$ cat src/rtl/rtnh_front.sv
module rtnh_front #(
    parameter int COORD_WIDTH = 32,
    localparam int EW = COORD_WIDTH + 1,
    localparam int ENT_W = 9 * EW + 1
) (
    input  logic                          clk,
    input  logic                          rst_n,
    input  logic                          push,
    output logic                          full,
    input  logic signed [COORD_WIDTH-1:0] v0_x,
    input  logic signed [COORD_WIDTH-1:0] v0_y,
    input  logic signed [COORD_WIDTH-1:0] v0_z,
    input  logic signed [COORD_WIDTH-1:0] v1_x,
    input  logic signed [COORD_WIDTH-1:0] v1_y,
    input  logic signed [COORD_WIDTH-1:0] v1_z,
    input  logic signed [COORD_WIDTH-1:0] v2_x,
    input  logic signed [COORD_WIDTH-1:0] v2_y,
    input  logic signed [COORD_WIDTH-1:0] v2_z,
    input  logic                          last_triangle,
    input  logic signed [COORD_WIDTH-1:0] origin_x,
    input  logic signed [COORD_WIDTH-1:0] origin_y,
    input  logic signed [COORD_WIDTH-1:0] origin_z,
    output logic                          q_valid,
    input  logic                          q_pop,
    output logic [ENT_W-1:0]              q_data
);

    logic [ENT_W-1:0] mem [0:1];
    logic             wr_ptr_reg;
    logic             rd_ptr_reg;
    logic [1:0]       cnt_reg;
    logic [ENT_W-1:0] entry;
    logic             wr_en;

    // edges and origin offset, one bit wider than the coordinates
    always_comb
    begin
        entry = {
            last_triangle,
            EW'(origin_z) - EW'(v0_z),
            EW'(origin_y) - EW'(v0_y),
            EW'(origin_x) - EW'(v0_x),
            EW'(v2_z) - EW'(v0_z),
            EW'(v2_y) - EW'(v0_y),
            EW'(v2_x) - EW'(v0_x),
            EW'(v1_z) - EW'(v0_z),
            EW'(v1_y) - EW'(v0_y),
            EW'(v1_x) - EW'(v0_x)
        };
    end

    assign full    = (cnt_reg == 2'd2);
    assign q_valid = (cnt_reg != 2'd0);
    assign wr_en   = push && !full;
    assign q_data  = mem[rd_ptr_reg];

    always_ff @(posedge clk)
    begin
        if (wr_en)
        begin
            mem[wr_ptr_reg] <= entry;
        end
    end

    always_ff @(posedge clk or negedge rst_n)
    begin
        if (!rst_n)
        begin
            wr_ptr_reg <= 1'b0;
            rd_ptr_reg <= 1'b0;
            cnt_reg    <= 2'd0;
        end
        else
        begin
            if (wr_en)
            begin
                wr_ptr_reg <= !wr_ptr_reg;
            end
            if (q_pop)
            begin
                rd_ptr_reg <= !rd_ptr_reg;
            end
            if (wr_en && !q_pop)
            begin
                cnt_reg <= cnt_reg + 2'd1;
            end
            else if (q_pop && !wr_en)
            begin
                cnt_reg <= cnt_reg - 2'd1;
            end
        end
    end

endmodule

$ cat config.mk
export PLATFORM = sky130hd
export DESIGN_NAME = rtnh_front
export DESIGN_NICKNAME = d
export VERILOG_FILES = /design/src/rtl/rtnh_front.sv
export SDC_FILE = /design/constraint.sdc
export NUM_CORES = 1
export LEC_CHECK = 0
export BUFFER_PORTS_ARGS = -buffer_cell sky130_fd_sc_hd__buf_4
export CAP_MARGIN = 10
export CORE_MARGIN = 3
export CORE_UTILIZATION = 45
export CTS_CLUSTER_SIZE = 10
export DETAILED_ROUTE_END_ITERATION = 12
export PLACE_DENSITY = 0.67
export SYNTH_ARGS = -nofsm -noshare
export SYNTH_HDL_FRONTEND = slang
export SYNTH_SLANG_ARGS = --single-unit
$ cat constraint.sdc
create_clock -name clk -period 15.3 [get_ports clk]
set_input_delay 3.06 -clock clk [delete_from_list [all_inputs] [get_ports clk]]
set_output_delay 3.06 -clock clk [all_outputs]
set_load 0.01 [all_outputs]
Word level (Yosys, flattened, before mapping):

Memory sizes are Yosys's and may differ from the RTL's.
Index checks and enable logic that the tools add are counted.

* add/sub/neg operators: 11
* eq/ne operators: 1
* muxes and demuxes: 4
* reductions and logical operators: 10

Operator list (count)
* $sub 32x32->33: 9
* $logic_not 1->1: 5
* $mux 2: 2
* $reduce_bool 2->1: 2
* $logic_and 1x1->1: 3
* $add 2x1->2 const B: 1
* $eq 2x2->1 const B: 1
* $mux 1: 2
* $sub 2x1->2 const B: 1

* register bits after elaboration: 4
* memory bits (writable): 596
* input bits: 389
* logic and storage cells: 30
* memories: 1

Memories
* mem: words 2, bits a word 298, rd ports 1, clocked after Yosys merged registers in 0, wr ports 1, line 28 `logic [ENT_W-1:0] mem [0:1];`

Logic depth before layout (Yosys ltp):

Gate-level depths: netlist of the first run.

* depth after elaboration: 7
* mapped depth: 13
* gate-level depth less buffers: 13

Least setup slack after synthesis of the first run:

No wires, ideal clock.

* path type: in2reg
* start: input push
* end: memory mem[0][0] in the netlist's numbering (enable)
* library setup time: 963 ps
* arrival: 15487 ps
* data required time: 14337 ps
* path slack: -1150 ps
* stages: 2
* buffers on the path: 0
* cells stage by stage: nand2_1 nor2_1

* cells in the longest elaborated chain, start to end: 3

Ends and longest elaborated chain
* start: declaration: line 8 `input logic push,`
* $logic_and 1x1->1: line 54 `assign wr_en = push && !full;`
* $mux 1: line 59 `if (wr_en)`
* $mux 1 (not written as such): line 61 `mem[wr_ptr_reg] <= entry;`
* end: declaration: line 28

No other way between the ends.

Worst setup path in the final report of the first run:

* start: register rd_ptr_reg
* end: output q_data[62]

* cells in the longest elaborated chain, start to end: 1

Ends and longest elaborated chain
* start: declaration: line 30 `logic rd_ptr_reg;`
* start signal: assignment: line 81 `rd_ptr_reg <= !rd_ptr_reg;`
* $mem_v2 2x298
* end: declaration: line 25 `output logic [ENT_W-1:0] q_data`

No other way between the ends.

==> flow_summary.yaml, run 1 <==
status:
  status: "complete, no violations"
die:
  ios: 689
  start_util_pct: 45.9
  die_x_um: 288
  dieArea_um2: 83100
  rows: 102
  dieHeight_um: 288
  core_um2: 78100
cells_and_area:
  fin_nets: 4382
  largest_register_ffs: 596
  final_core_util_pct: 56.7
  fin_cells: 4795
  fill_cells: 6733
  drive_gt1_share_pct: 30.2
  final_common_cell: "buf_4"
  area_growth_pct: 23.7
  final_cell_mix: "buf_4 (700), edfxtp_1 (596), mux2_2 (298)"
timing:
  setup_viol: 0
  hold_viol_final: 0
  skew_ns: 0.0158
  worst_pin_slew_ns: 1.05
  final.setup.tns_ns: 0
  grt_setup_unrepaired: "false"
  worst_slack_ns: 8.05
  fin_crit_sh_pct: 47.4
  period_minus_slack_ns: 7.25
  fmax_mhz: 138
  slew_viol_final: 0
  relSlewSlack_pct: 29.8
worst_setup_path:
  crit_path_max_fanout: 61
  reg2reg_slack_ns: 11.42
  path_depth: 5
  critPathArrivalTime_ns: 4.19
  crit_family: "buffers and inverters"
  max_stage_delay_ns: 0.75
  crit_path_end: "q_data[62]"
  crit_slowest_cell: "buf_4"
  required_ns: 12.24
  crit_top_cell: "buf_4"
  critPathLaunch: "rd_ptr_reg$_DFFE_PN0P_"
  cp-end-kind: "output pin"
  cp_cell_sequence: "buf_4 -> buf_4 -> buf_4 -> mux2_2 -> buf_4"
  cp.buffers_inverters: 4
  start_kind: "flop"
  criticalPathCategory: "flop to output pin"
  reg2regPathDepth: 5
  timing.rr.end: "mem[1][44]$_DFFE_PP_"
  rr_startpoint: "cnt_reg[0]$_DFFE_PN0P_"
yosys:
  ys_ff_latch: 600
  ys_types: 87
  ys_seq_area_share_pct: 50.2
  synth_nets: 3669
  ys_async_sr_fraction_pct: 0.667
  synth_warnings: 0
  synth_edf_count: 596
  synth-main-ff-cell: "edfxtp_1"
  syn_inst: 2982
  syn_area_um2: 35800
  syn_area_per_cell_um2: 12.0
cts:
  ctsHoldBuffers: 0
  cts-resized-gates: 0
  path_clk_slew_ns: 0.05
  cts_setup_buffers: 0
  cts.path.max_buffers: 3
  cts_root_buffer: "clkbuf_16"
  cts_tree: "done"
  clk_latency_ns: 0.61
  htree_num_levels: 3
  numCtsBuffers: 74
  clock-sinks: 600
worst_hold_path:
  holdPathStages: 1
  hp-class: "flop to flop"
grt:
  grt_overflow: 0
  grt_pass1_vias: 25871
  grtUsageTotal_pct: 24.8
  grt_max_degree: 152
  antenna_found_initial: 26
  grt_pass1_wl_um: 155000
route:
  routed.top_layer: "met4"
  met3_length_um: 7920
  viasPerCell: 5.49
  routed-via-count: 26346
  wirelength_um: 107000
  first_iter_violations: 1365
  drt-met1-wl_um: 42200
  first_pass_iters: 6
  wl_met2_um: 51200
  ant_nets: 0
  wl_per_cell_um: 22.3
  drc: 0
power:
  powerDensity_nw_per_um2: 151
  vdd_ir_drop_max_uv: 148
  power_leakage_nw: 18.5
  total_power_mw: 6.71
place:
  portBuffers: 688
  dpl.hpwl_um: 84100
  routabilityCongestion: 0.931
  dp_slack_ns: 8.63
  placed_cells: 4659
flow_run:
  drv_cap: 0
routing by layer:
| metal | vias up | track usage [%] |
|---|---|---|
| li1 | 12671 | - |
| met1 | 12554 | 30.2 |
| met3 | 219 | 6.28 |
| met4 | 0 | 13.0 |
| met5 | - | 0 |
| met2 | 902 | 40.9 |
per-stage QoR:
stage	cell area (µm²)	hold WS, ns
global route	44300	0.529
global placement	42200	0.479
detailed placement	42200	0.482
CTS	44300	0.495
floorplan	35800	0.456
finish	44300	0.496
cells by family after synthesis:
family	synth area share [%]
AO/OA/AOI/OAI	13.7
flip-flops	50.2
multiplexers	9.39
buffers and inverters	2.71
AND/OR/NAND/NOR	7.25
adder cells (fa/ha/maj)	10.6
XOR/XNOR	6.16
cell usage after synthesis (7+ instances only):
library cell / count / area (µm²)
a211o_1: 11 / 96.3
a211oi_1: 17 / 128
a21boi_1: 7 / 52.6
a21o_1: 132 / 991
a21oi_1: 215 / 1080
a311oi_1: 8 / 70.1
a31oi_1: 30 / 188
and2_1: 7 / 43.8
and3_1: 22 / 138
clkbuf_1: 56 / 210
edfxtp_1: 596 / 17900
fa_1: 9 / 180
ha_1: 289 / 3620
inv_1: 192 / 721
mux2_2: 298 / 3360
nand2_1: 143 / 537
nand2b_1: 39 / 244
nand3_1: 48 / 240
nand4_1: 21 / 131
nor2_1: 144 / 541
nor2b_1: 44 / 275
nor3_1: 35 / 175
o211ai_1: 9 / 67.6
o21a_1: 40 / 300
o21ai_0: 108 / 541
o21ai_1: 25 / 125
o21bai_1: 34 / 255
o31ai_1: 8 / 60.1
xnor2_1: 174 / 1520
xor2_1: 78 / 683
cell type report:
cell class,instances,area [µm²],share of cell area [%]
Inverter,192,721,1.63
Multi-Input combinational cell,2126,16900,38.1
Antenna cell,27,67.6,0.152
Sequential cell,600,18000,40.6
Tap cell,1040,1300,2.94
Clock inverter,19,135,0.305
Clock buffer,90,1940,4.38
Timing Repair Buffer,701,5280,11.9
worst min-delay path by stage:
stage | startpoint | to
after floorplan | cnt_reg[1]$_DFFE_PN0P_ | cnt_reg[1]$_DFFE_PN0P_
final | cnt_reg[1]$_DFFE_PN0P_ | cnt_reg[1]$_DFFE_PN0P_
after detailed placement | cnt_reg[1]$_DFFE_PN0P_ | cnt_reg[1]$_DFFE_PN0P_
after global placement | cnt_reg[1]$_DFFE_PN0P_ | cnt_reg[1]$_DFFE_PN0P_
after CTS | cnt_reg[1]$_DFFE_PN0P_ | cnt_reg[1]$_DFFE_PN0P_
after global routing | cnt_reg[1]$_DFFE_PN0P_ | cnt_reg[1]$_DFFE_PN0P_
where the power goes:
group / internal (mW) / switching, mW / total, mW
Clock: 0.893 / 0.651 / 1.54
Combinational: 1.21 / 1.45 / 2.66
Sequential: 2.39 / 0.114 / 2.50
Total: 4.49 / 2.22 / 6.71
worst reg2reg max path, stage by stage (launching register included):
cell and delay, ns:
dfrtp_1 0.41, nand2b_1 0.19, and3_4 0.43, buf_4 0.66, buf_4 0.81, buf_4 0.89
Power figures use the tool's default switching activity.
==> run 2, diff against run 1 <==
==> constraint.sdc (replaced) <==
create_clock -name clk -period 7 [get_ports clk]
set_input_delay 1.4 -clock clk [delete_from_list [all_inputs] [get_ports clk]]
set_output_delay 1.4 -clock clk [all_outputs]
set_load 0.01 [all_outputs]
==> flow_summary.yaml, run 2 (synthesis results as in run 1) <==
timing:
  fin_crit_sh_pct: 61.5
  setup_viol: 0
  whs_ns: 0.502
  hold_viol_final: 0
  final.setup.tns_ns: 0
  relSlewSlack_pct: 31.3
  period_minus_slack_ns: 4.30
  grt_setup_unrepaired: "false"
  skew_ns: 0.0176
  worst_pin_slew_ns: 1.03
  fmax_mhz: 232
  slew_viol_final: 0
cts:
  cts_tree: "done"
  htree_num_levels: 3
  cts_root_buffer: "clkbuf_16"
  cts.path.max_buffers: 3
  ctsHoldBuffers: 0
  cts_setup_buffers: 0
  clock-sinks: 600
  cts-resized-gates: 0
  clk_latency_ns: 0.61
  numCtsBuffers: 74
  path_clk_slew_ns: 0.06
route:
  viasPerCell: 5.53
  wl_per_cell_um: 22.2
  ant_nets: 0
  first_iter_violations: 1637
  first_pass_iters: 5
  routed-via-count: 26478
  drc: 0
  wirelength_um: 106000
worst_hold_path:
  holdPathStages: 1
  hp-class: "flop to flop"
grt:
  top_usage_layer: "met2"
  antenna_found_initial: 18
  grt_use_met3_pct: 5.37
  grt_pass1_vias: 26063
  grt_max_degree: 95
  grt_pass1_wl_um: 155000
  grt_use_met2_pct: 42.3
  grt_util_met1_pct: 30.7
  grtUsageTotal_pct: 24.6
  grt_overflow: 0
power:
  powerDensity_nw_per_um2: 334
  vdd_ir_drop_max_uv: 235
  total_power_mw: 14.8
  power_leakage_nw: 18.6
die:
  rows: 102
  start_util_pct: 45.9
  dieHeight_um: 288
  dieArea_um2: 83100
  core_um2: 78100
  ios: 689
  die_x_um: 288
worst_setup_path:
  crit_path_max_fanout: 47
  start_kind: "flop"
  reg2regPathDepth: 5
  cp_cell_sequence: "buf_4 -> mux2_2 -> buf_4"
  criticalPathCategory: "flop to output pin"
  required_ns: 5.60
  cp-end-kind: "output pin"
  max_stage_delay_ns: 0.88
  crit_top_cell: "buf_4"
  critPathArrivalTime_ns: 2.90
  crit_slowest_cell: "dfrtp_4"
status:
  status: "complete, no violations"
cells_and_area:
  final_common_cell: "buf_4"
  final_cell_mix: "buf_4 (694), edfxtp_1 (596), mux2_2 (298)"
  drive_gt1_share_pct: 30.2
  largest_register_ffs: 596
  fin_nets: 4381
  area_growth_pct: 24.0
place:
  portBuffers: 688
  dpl.hpwl_um: 83300
  routabilityCongestion: 0.963
flow_run:
  drv_cap: 0
## run 2: cell count changes in the layout (fill, tap and decap cells not counted), moves of 2 or more
cell,change
diode_2,-10
clkbuf_16,+2
buf_4,-6
buf_12,+5
bufinv_16,+2
## run 2: area by class of cell
cell class / instances / area (µm²)
Fill cell: 6680 / 33700
Sequential cell: 600 / 18000
Multi-Input combinational cell: 2126 / 16900
Timing Repair Buffer: 700 / 5330
Clock buffer: 91 / 1990
Tap cell: 1040 / 1300
Inverter: 192 / 721
Clock inverter: 19 / 175
Antenna cell: 17 / 42.5
## run 2: worst max-delay path, delay by kind of cell, from the launching register on
family	cells	cell delay, ns
buffers and inverters	2	0.85
DFF	1	0.88
muxes	1	0.47
## run 2: where the power goes
part	total, mW	internal (mW)	switching, mW	leakage [nW]
clock network	3.49	2.07	1.43	1.06
registers	5.43	5.20	0.225	5.58
logic	5.92	2.67	3.25	11.9
## run 2: per-stage QoR
step | instances | util (%) | setup WS (ns) | area (µm²)
6_report | 4785 | 56.9 | 2.70 | 44400
3_5_place_dp | 4658 | 54.1 | 2.30 | 42200
4_1_cts | 4768 | 56.8 | 2.66 | 44400
5_1_grt | 4782 | 56.9 | 2.57 | 44400
2_1_floorplan | 2982 | - | 0.628 | 35800
3_3_place_gp | 4658 | 54.1 | 2.36 | 42200
## run 2: final timing paths
kind,startpoint,to,slack [ns]
setup / recovery,rd_ptr_reg$_DFFE_PN0P_,q_data[89],2.70
hold / removal,cnt_reg[1]$_DFFE_PN0P_,cnt_reg[1]$_DFFE_PN0P_,0.50
setup reg to reg,cnt_reg[0]$_DFFE_PN0P_,mem[0][161]$_DFFE_PP_,4.28
hold reg to reg,cnt_reg[1]$_DFFE_PN0P_,cnt_reg[1]$_DFFE_PN0P_,0.50
max in group asynchronous,rst_n,rd_ptr_reg$_DFFE_PN0P_,6.29
min in group asynchronous,rst_n,rd_ptr_reg$_DFFE_PN0P_,0.59
## run 2: layer usage
layer  vias to the layer above  routed length [µm]
li1                      12632                   -
met1                     12883               43000
met2                       792               52700
met3                       169                6830
met4                         2                3770
met5                         -                  13
==> run 3, diff against run 2 <==
--- a/config.mk
+++ b/config.mk
@@ -5,13 +5,14 @@
 export SDC_FILE = /design/constraint.sdc
 export NUM_CORES = 1
 export LEC_CHECK = 0
+export ABC_AREA = 1
 export BUFFER_PORTS_ARGS = -buffer_cell sky130_fd_sc_hd__buf_4
 export CAP_MARGIN = 10
 export CORE_MARGIN = 3
 export CORE_UTILIZATION = 45
 export CTS_CLUSTER_SIZE = 10
 export DETAILED_ROUTE_END_ITERATION = 12
-export PLACE_DENSITY = 0.67
+export PLACE_DENSITY = 0.66
 export SYNTH_ARGS = -nofsm -noshare
 export SYNTH_HDL_FRONTEND = slang
 export SYNTH_SLANG_ARGS = --single-unit
==> constraint.sdc (replaced) <==
create_clock -name clk -period 4.2 [get_ports clk]
set_input_delay 0.84 -clock clk [delete_from_list [all_inputs] [get_ports clk]]
set_output_delay 0.84 -clock clk [all_outputs]
set_load 0.01 [all_outputs]
==> flow_summary.yaml, run 3 <==
yosys:
  ys_types: 26
  post-synth-top-area-cell: "edfxtp_1"
  netlist.area_leader.share_pct: 40.5
  synthTopCellsByCount: "nand2_1 (2232), inv_1 (1244), edfxtp_1 (596)"
  ys_async_sr_fraction_pct: 0.667
  syn_area_per_cell_um2: 7.64
  ys_seq_area_share_pct: 40.7
  synth_edf_count: 596
  yosys-top-cells-area: "edfxtp_1 (41%), nand2_1 (19%), inv_1 (11%)"
  synth_nets: 6469
  synth.most_common_cell: "nand2_1"
  ys_ff_latch: 600
  synth_warnings: 0
  syn_inst: 5782
  synth-main-ff-cell: "edfxtp_1"
  syn_area_um2: 44200
timing:
  period_minus_slack_ns: 3.51
  worst_pin_slew_ns: 0.951
  grt_setup_unrepaired: "false"
  worst_slack_ns: 0.692
  relSlewSlack_pct: 36.6
  hold_viol_final: 0
  fin_crit_sh_pct: 83.5
  skew_ns: 0.0166
  setup_viol: 0
  slew_viol_final: 0
  whs_ns: 0.367
  fmax_mhz: 285
  final.setup.tns_ns: 0
cts:
  cts_tree: "done"
  numCtsBuffers: 77
  cts.path.max_buffers: 3
  path_clk_slew_ns: 0.05
  htree_num_levels: 3
  cts-resized-gates: 0
  clk_latency_ns: 0.66
  clock-sinks: 600
  cts_root_buffer: "clkbuf_16"
worst_setup_path:
  required_ns: 3.36
  criticalPathCategory: "flop to output pin"
  start_kind: "flop"
  rr_startpoint: "cnt_reg[1]$_DFFE_PN0P_"
  critPathArrivalTime_ns: 2.67
  cp-end-kind: "output pin"
  crit_path_max_fanout: 74
  critPathLaunch: "rd_ptr_reg$_DFFE_PN0P_"
place:
  portBuffers: 688
  routabilityCongestion: 0.994
  dp_slack_ns: 1.28
  dpl.hpwl_um: 126000
flow_run:
  drv_cap: 0
power:
  vdd_ir_drop_max_uv: 556
  swShare_pct: 35.7
  combPwrFrac_pct: 41.7
  powerDensity_nw_per_um2: 494
  pwr-share-clk_pct: 24.3
  internal_power_mw: 16.9
  seqPwrFrac_pct: 34.0
  power_leakage_nw: 28.6
  p_switching_mw: 9.41
route:
  viasPerCell: 4.93
  wl_per_cell_um: 19.3
  drc: 0
  wirelength_um: 152000
  ant_nets: 0
  first_pass_iters: 6
  routed-via-count: 38712
  first_iter_violations: 3102
die:
  start_util_pct: 45.5
  core_um2: 97000
  die_x_um: 319
  dieArea_um2: 102000
  dieHeight_um: 319
  rows: 114
  ios: 689
grt:
  grtUsageTotal_pct: 29.0
  grt_pass1_vias: 36686
  grt_max_degree: 141
  antenna_found_initial: 13
  grt_overflow: 0
  grt_pass1_wl_um: 222000
worst_hold_path:
  hp-class: "input pin to flop"
  hp-start: "q_pop"
cells_and_area:
  regArea_um2: 18000
  largest_register_ffs: 596
  final_cell_mix: "nand2_1 (2232), inv_1 (1244), buf_4 (696)"
  area_growth_pct: 20.7
  drive_gt1_share_pct: 18.0
  fin_nets: 7214
  multi_input_area_um2: 21200
  final_common_cell: "nand2_1"
  fill_cells: 9335
status:
  status: "complete, no violations"
## run 3: repair_timing
item / in CTS / in global routing
hold endpoints to repair: 4 / 0
buffers inserted: 0 / 0
hold buffers: 1 / 0
## run 3: final cells by class
class,instances,share of cell area [%]
Multi-Input combinational cell,3899,39.8
Sequential cell,600,33.8
Timing Repair Buffer,705,10.1
Inverter,1244,8.76
Clock buffer,95,3.74
Tap cell,1276,2.99
Clock inverter,27,0.800
Antenna cell,6,0.0282
## run 3: logic make-up after synthesis
family	Yosys count	synth area share, %
AOI/OAI and AO/OA	207	2.49
buffers and inverters	1283	11.3
adders and majority gates	298	8.59
and+or+nand+nor	2958	26.6
DFF	600	40.7
muxes	298	7.60
xor gates and xnor gates	138	2.74
## run 3: critical path, cell delays in order (launching register included)
cell and delay, ns:
dfrtp_4 0.74, buf_12 0.40, mux2_2 0.48, buf_4 0.17
## run 3: path summary, 6_finish.rpt
kind,end,slack [ns],cells past startpoint
min,rd_ptr_reg$_DFFE_PN0P_,0.37,2
max in group asynchronous,rd_ptr_reg$_DFFE_PN0P_,3.56,2
min reg2reg,cnt_reg[0]$_DFFE_PN0P_,0.58,1
max reg2reg,mem[0][150]$_DFFE_PP_,2.11,4
min in group asynchronous,cnt_reg[0]$_DFFE_PN0P_,0.52,2
max,q_data[237],0.69,3
## run 3: power groups by stage
stage | Sequential [mW] | Combinational (mW) | Clock, mW
2_1_floorplan | 9.12 | 6.16 | 0
3_3_place_gp | 9.00 | 10.9 | 0
3_5_place_dp | 9.08 | 11.0 | 0
4_1_cts | 8.97 | 11.0 | 6.55
5_1_grt | 9.08 | 11.8 | 6.78
6_report | 8.95 | 11.0 | 6.41
## run 3: through the flow
| step | utilization (%) | total power, mW | std cells | instance area [µm²] |
|---|---|---|---|---|
| after floorplan | - | 15.3 | 5782 | 44200 |
| after global routing | 55.0 | 27.6 | 7847 | 53300 |
| after global placement | 52.5 | 19.9 | 7723 | 50900 |
| after detailed placement | 52.5 | 20.0 | 7723 | 50900 |
| final | 55.0 | 26.3 | 7852 | 53300 |
| after CTS | 55.0 | 26.5 | 7846 | 53300 |
## run 3: per-layer routing
layer / vias up / routed length [µm] / track usage [%]
li1: 19460 / - / -
met1: 17805 / 63000 / 36.7
met2: 1214 / 73200 / 50.0
met3: 221 / 10400 / 5.17
met4: 12 / 5080 / 9.54
met5: - / 86 / 0
